[src/sv/random_pick_bucket_table_defines.svh]
// assertion helpers shared by the rtl, clocked on clock and held off during reset
`ifndef RANDOM_PICK_BUCKET_TABLE_DEFINES_SVH
`define RANDOM_PICK_BUCKET_TABLE_DEFINES_SVH

// condition must hold at every edge out of reset
`define RPBT_ASSERT_ALWAYS(label, cond, msg) \
   label: assert property (@(posedge clock) disable iff (reset) (cond)) else $error(msg);

// consequence must hold in the same cycle as the antecedent
`define RPBT_ASSERT_IMPLIES(label, ante, cons, msg) \
   label: assert property (@(posedge clock) disable iff (reset) (ante) |-> (cons)) \
      else $error(msg);

`endif

[src/sv/rpbt_pkg.sv]
package rpbt_pkg;

   localparam int DEF_MAX_BUCKETS = 256;
   localparam int KEY_W           = 32;
   localparam int COUNT_W         = 32;
   localparam int RAND_W          = 32;
   localparam int LIVE_OUT_W      = 9;

   typedef logic [LIVE_OUT_W-1:0] live_out_type;

   typedef enum logic [1:0] {
      CMD_INSERT = 2'd0,
      CMD_REMOVE = 2'd1,
      CMD_SELECT = 2'd2
   } cmd_type;

   typedef enum logic [1:0] {
      ST_OK      = 2'd0,
      ST_FULL    = 2'd1,
      ST_MISSING = 2'd2,
      ST_EMPTY   = 2'd3
   } status_type;

   typedef enum logic [2:0] {
      S_IDLE,
      S_SCAN,
      S_DIV,
      S_SEL_WAIT,
      S_MOVE_WAIT
   } state_type;

   typedef struct packed {
      logic signed [KEY_W-1:0] key;
      logic [COUNT_W-1:0]      count;
   } entry_type;

endpackage

[src/sv/rpbt_divider.sv]
module rpbt_divider #(
   parameter int DIVISOR_W = $clog2(rpbt_pkg::DEF_MAX_BUCKETS + 1)
) (
   input  logic                       clock,
   input  logic                       reset,
   input  logic                       start,
   input  logic [rpbt_pkg::RAND_W-1:0] dividend,
   input  logic [DIVISOR_W-1:0]       divisor,
   output logic                       done,
   output logic [DIVISOR_W-1:0]       remainder
);

   localparam int StepW = $clog2(rpbt_pkg::RAND_W);

   logic                        busy_ff;
   logic                        done_ff;
   logic [StepW-1:0]            step_ff;
   logic [rpbt_pkg::RAND_W-1:0] dvd_ff;
   logic [DIVISOR_W-1:0]        dsr_ff;
   logic [DIVISOR_W-1:0]        rem_ff;
   logic [DIVISOR_W-1:0]        rem_in;
   logic [DIVISOR_W:0]          trial;
   logic [DIVISOR_W:0]          diff;

   // restoring division, one quotient bit per cycle, only the remainder is kept
   always_comb begin
      trial = {rem_ff, dvd_ff[rpbt_pkg::RAND_W-1]};
      diff  = trial - {1'b0, dsr_ff};
      if (trial >= {1'b0, dsr_ff}) begin
         rem_in = diff[DIVISOR_W-1:0];
      end else begin
         rem_in = trial[DIVISOR_W-1:0];
      end
   end

   always_ff @(posedge clock) begin
      if (reset) begin
         busy_ff <= 1'b0;
         done_ff <= 1'b0;
         step_ff <= '0;
      end else begin
         done_ff <= 1'b0;
         if (start) begin
            busy_ff <= 1'b1;
            step_ff <= '0;
         end else if (busy_ff) begin
            step_ff <= step_ff + 1'b1;
            if (step_ff == StepW'(rpbt_pkg::RAND_W - 1)) begin
               busy_ff <= 1'b0;
               done_ff <= 1'b1;
            end
         end
      end
   end

   always_ff @(posedge clock) begin
      if (start) begin
         rem_ff <= '0;
         dvd_ff <= dividend;
         dsr_ff <= divisor;
      end else if (busy_ff) begin
         rem_ff <= rem_in;
         dvd_ff <= {dvd_ff[rpbt_pkg::RAND_W-2:0], 1'b0};
      end
   end

   assign done      = done_ff;
   assign remainder = rem_ff;

endmodule

[config.mk]
export PLATFORM = sky130hd
export DESIGN_NAME = rpbt_divider
export DESIGN_NICKNAME = d
export VERILOG_FILES = /design/src/sv/random_pick_bucket_table_defines.svh /design/src/sv/rpbt_pkg.sv /design/src/sv/rpbt_divider.sv
export SDC_FILE = /design/constraint.sdc
export NUM_CORES = 1
export LEC_CHECK = 0
export CAP_MARGIN = 20
export CORE_MARGIN = 10
export CORE_UTILIZATION = 53
export DETAILED_ROUTE_END_ITERATION = 7
export DONT_BUFFER_PORTS = 1
export PLACE_DENSITY_LB_ADDON = 0.15
export SLEW_MARGIN = 10
export SYNTH_ARGS = -nofsm -noshare
export SYNTH_HDL_FRONTEND = slang
export SYNTH_SLANG_ARGS = --single-unit
[constraint.sdc]
create_clock -name clock -period 2.78 [get_ports clock]
set_input_delay 0.278 -clock clock [delete_from_list [all_inputs] [get_ports clock]]
set_output_delay 0.278 -clock clock [all_outputs]
set_load 0.02 [all_outputs]
==> summary.md <==
| Metric | Value |
|---|---|
| Top-area cell type share of the netlist area | `44.1%` |
| Outcome | `complete, no violations` |
| Pins Over Slew Limit | `0` |
| Clock Skew | `10.5 ps` |
| Part of the power in combinational logic | `15.7%` |
| Async set-or-reset flop fraction in the synthesized netlist | `0%` |
| Routed Antenna Nets | `0` |
| Die Y-Extent | `92.6 um` |
| P per Cell Area | `678 nW/um2` |
| Clock buffer depth | `2` |
| Sequential element share of the synthesized area | `55.5%` |
| P&R area growth vs syn | `9.18%` |
| Relative slew slack | `52.0%` |
| Element type at the critical path end | `flop` |
| Worst R2R Path Depth | `9` |
| Mapped Avg Cell Area | `12.8 um2` |
| Core area | `5110 um2` |
| RSZ-0062 raised after global routing | `no` |
| Cell area after synthesis | `2790 um2` |
| Routed wire length | `5.23 mm` |
| Hold crit path type | `input pin to flop` |
| Net total in the final layout | `278` |
| Peak supply drop | `0.398 mV` |
| Vias | `1678` |
| Num CTS Buffers | `9` |
| Die area | `8580 um2` |
| Worst Path Max Fanout | `7` |
| Commonest cells in the netlist | `edfxtp_1 (41), mux2_2 (32), nor2_1 (18)` |
| Yosys reg bits | `57` |
| RePlAce Congestion | `0.816` |
| Setup TNS | `0 ps` |
| Root Buffer | `clkbuf_8` |
| Cell leakage power | `1.16 nW` |
| TritonCTS clock tree | `yes` |
| Max Cap Viol | `0` |
| Final Hold Viols | `0` |
| Total track usage | `12.6%` |
| Ys flop type | `edfxtp_1` |
| Most numerous cell in the Yosys netlist | `edfxtp_1` |
| Switch Pwr | `0.000511 W` |
| Crit start category | `flop` |
| Initial antenna violation count | `0` |
| Yosys warns | `0` |
| First-pass GRT wire length | `8.49 mm` |
| Switching Share | `24.7%` |
| Largest net degree at the start of global routing | `54` |
| Final min period | `2410 ps` |
| Avg WL per Cell | `17.6 um` |
| Part of the cycle the worst path needs | `86.9%` |
| Cell count after synthesis | `218` |
| Initial DRC Count | `64` |
| Mapped Nets | `274` |
| Top cells by area, synth | `edfxtp_1 (44%), mux2_2 (13%), dfxtp_1 (11%)` |
| Peak Freq | `414 MHz` |
| Clock latency on the worst-skew pair | `320 ps` |
| Clock power share | `33.9%` |
| I/O pins | `54` |
| Seq pwr share | `50.4%` |
| Final Power | `0.00207 W` |
| Vias in the first global route | `1764` |
| CTS clk-pin slew, worst paths | `70 ps` |
| Diode count | `0` |
| Worst Max-Slew Pin Slew | `720 ps` |
| Detailed-route vias per instance | `5.65` |
| Number of H-tree levels | `3` |
| Number of enable flip-flop cells after synthesis | `41` |
| CTS Sinks | `57` |
| Distinct cells, synth | `41` |
| Arr. time, crit path | `2660 ps` |
| Hold Path Stages | `1` |
| Row cnt | `26` |
| Initial Utilization | `54.7%` |
| Post-route DRC | `0` |
| Pint | `0.00156 W` |
| Total iterations of the first detailed-routing run | `4` |
| Required time of the worst setup path | `3030 ps` |
| DP Wirelength | `3.79 mm` |
| GRT overflow | `0` |
| Die Wd | `92.6 um` |
| WS Path Type | `flop to flop` |
| Top cell type by total area after synthesis | `edfxtp_1` |
| Post-CTS Repair Setup Buffers | `0` |
| Port buffer count | `0` |
| Setup violators final | `0` |
| Share of cells above drive strength 1 | `24.2%` |
[worst max-delay path: stages (launching register included)]
cell      delay [ps]
edfxtp_1         380
inv_1             70
ha_1             160
inv_1             70
fa_1             430
a211oi_2         310
o21a_1           260
o211ai_2         220
mux2i_1          210
a211oi_1         230
[registers in the layout, summed over array words and instances (netlist names)]
| register | flops |
|---|---|
| busy_ff | 1 |
| dsr_ff | 9 |
| dvd_ff | 32 |
| remainder | 9 |
| done | 1 |
| step_ff | 5 |
[repair_timing]
item / CTS / global route
endpoints found under the setup margin: 0 / 6
resized for setup: 0 / 1
hold buffers: 0 / 0
[routing by layer]
layer  global-route usage [%]  wire length (um)  vias to the layer above
met2                     19.8              2560                       46
met3                     6.78               511                        9
li1                         -                 -                      817
met1                     13.9              2090                      806
met4                     5.78                65                        0
met5                        0                 0                        -
[logic make-up after synthesis]
group                      after synthesis  synth area share [%]
and+or+nand+nor                         46                  9.09
DFF                                     57                  55.5
adders and majority gates               12                  5.64
xor gates and xnor gates                 7                  2.19
AOI/OAI and AO/OA                       32                  8.69
muxes                                   39                  15.4
buffers and inverters                   25                  3.45
[per-stage QoR]
stage                     worst slack (ps)  cell area [um2]  util [%]  hold slack, ps  instances
after CTS                              230             3050      59.6            1.11        297
after floorplan                        547             2790         -             350        218
after global routing                   123             3050      59.7            1.15        297
after detailed placement               244             2870      56.1             356        281
after global placement                 396             2870      56.1             354        281
final                                  365             3050      59.7            22.3        297
[power by group through the flow]
stage	sequential [W]	clock, W	combinational, W
finish	0.00104	0.000702	0.000324
global route	0.00105	0.000761	0.000359
CTS	0.00104	0.000723	0.000323
detailed placement	0.00106	0	0.000322
global placement	0.00106	0	0.000308
floorplan	0.00106	0	0.000266
[layout make-up]
cell class / instances / area, um2
well taps: 70 / 87.6
fillers: 422 / 2060
clock buffers: 11 / 131
clock inverters: 5 / 46.3
repair buffers: 4 / 30.0
flip-flops and latches: 57 / 1550
multi-input cells: 136 / 1150
inverters: 14 / 52.6
[layout by cell type, fill, tap and decap left out, drive strengths merged, types with 2 or more instances in the layout]
| cell type | synthesis | final |
|---|---|---|
| edfxtp | 41 | 41 |
| mux2 | 32 | 32 |
| nor2 | 18 | 18 |
| dfxtp | 16 | 16 |
| inv | 14 | 14 |
| ha | 11 | 11 |
| clkbuf | 7 | 11 |
| a21oi | 8 | 8 |
| nand2 | 8 | 8 |
| mux2i | 7 | 7 |
| a211oi | 7 | 7 |
| xor2 | 5 | 5 |
| buf | 4 | 4 |
| o211ai | 4 | 4 |
| a311oi | 4 | 4 |
| clkinv | 0 | 4 |
| nand3 | 3 | 3 |
| nand2b | 3 | 3 |
| or2 | 2 | 2 |
| o31ai | 2 | 2 |
| and2 | 2 | 2 |
| xnor2 | 2 | 2 |
| nor4b | 2 | 2 |
| nand4b | 2 | 2 |
| or3 | 2 | 2 |
| o211a | 2 | 2 |
[path summary, 6_finish.rpt]
kind,slack [ps],from,end
worst max-delay path,370,dvd_ff[31],remainder[4]
worst min-delay path,20,reset,busy_ff
worst max register to register,370,dvd_ff[31],remainder[4]
worst min register to register,520,step_ff[4],step_ff[4]
Note: power is estimated with default switching activity, not from simulation.
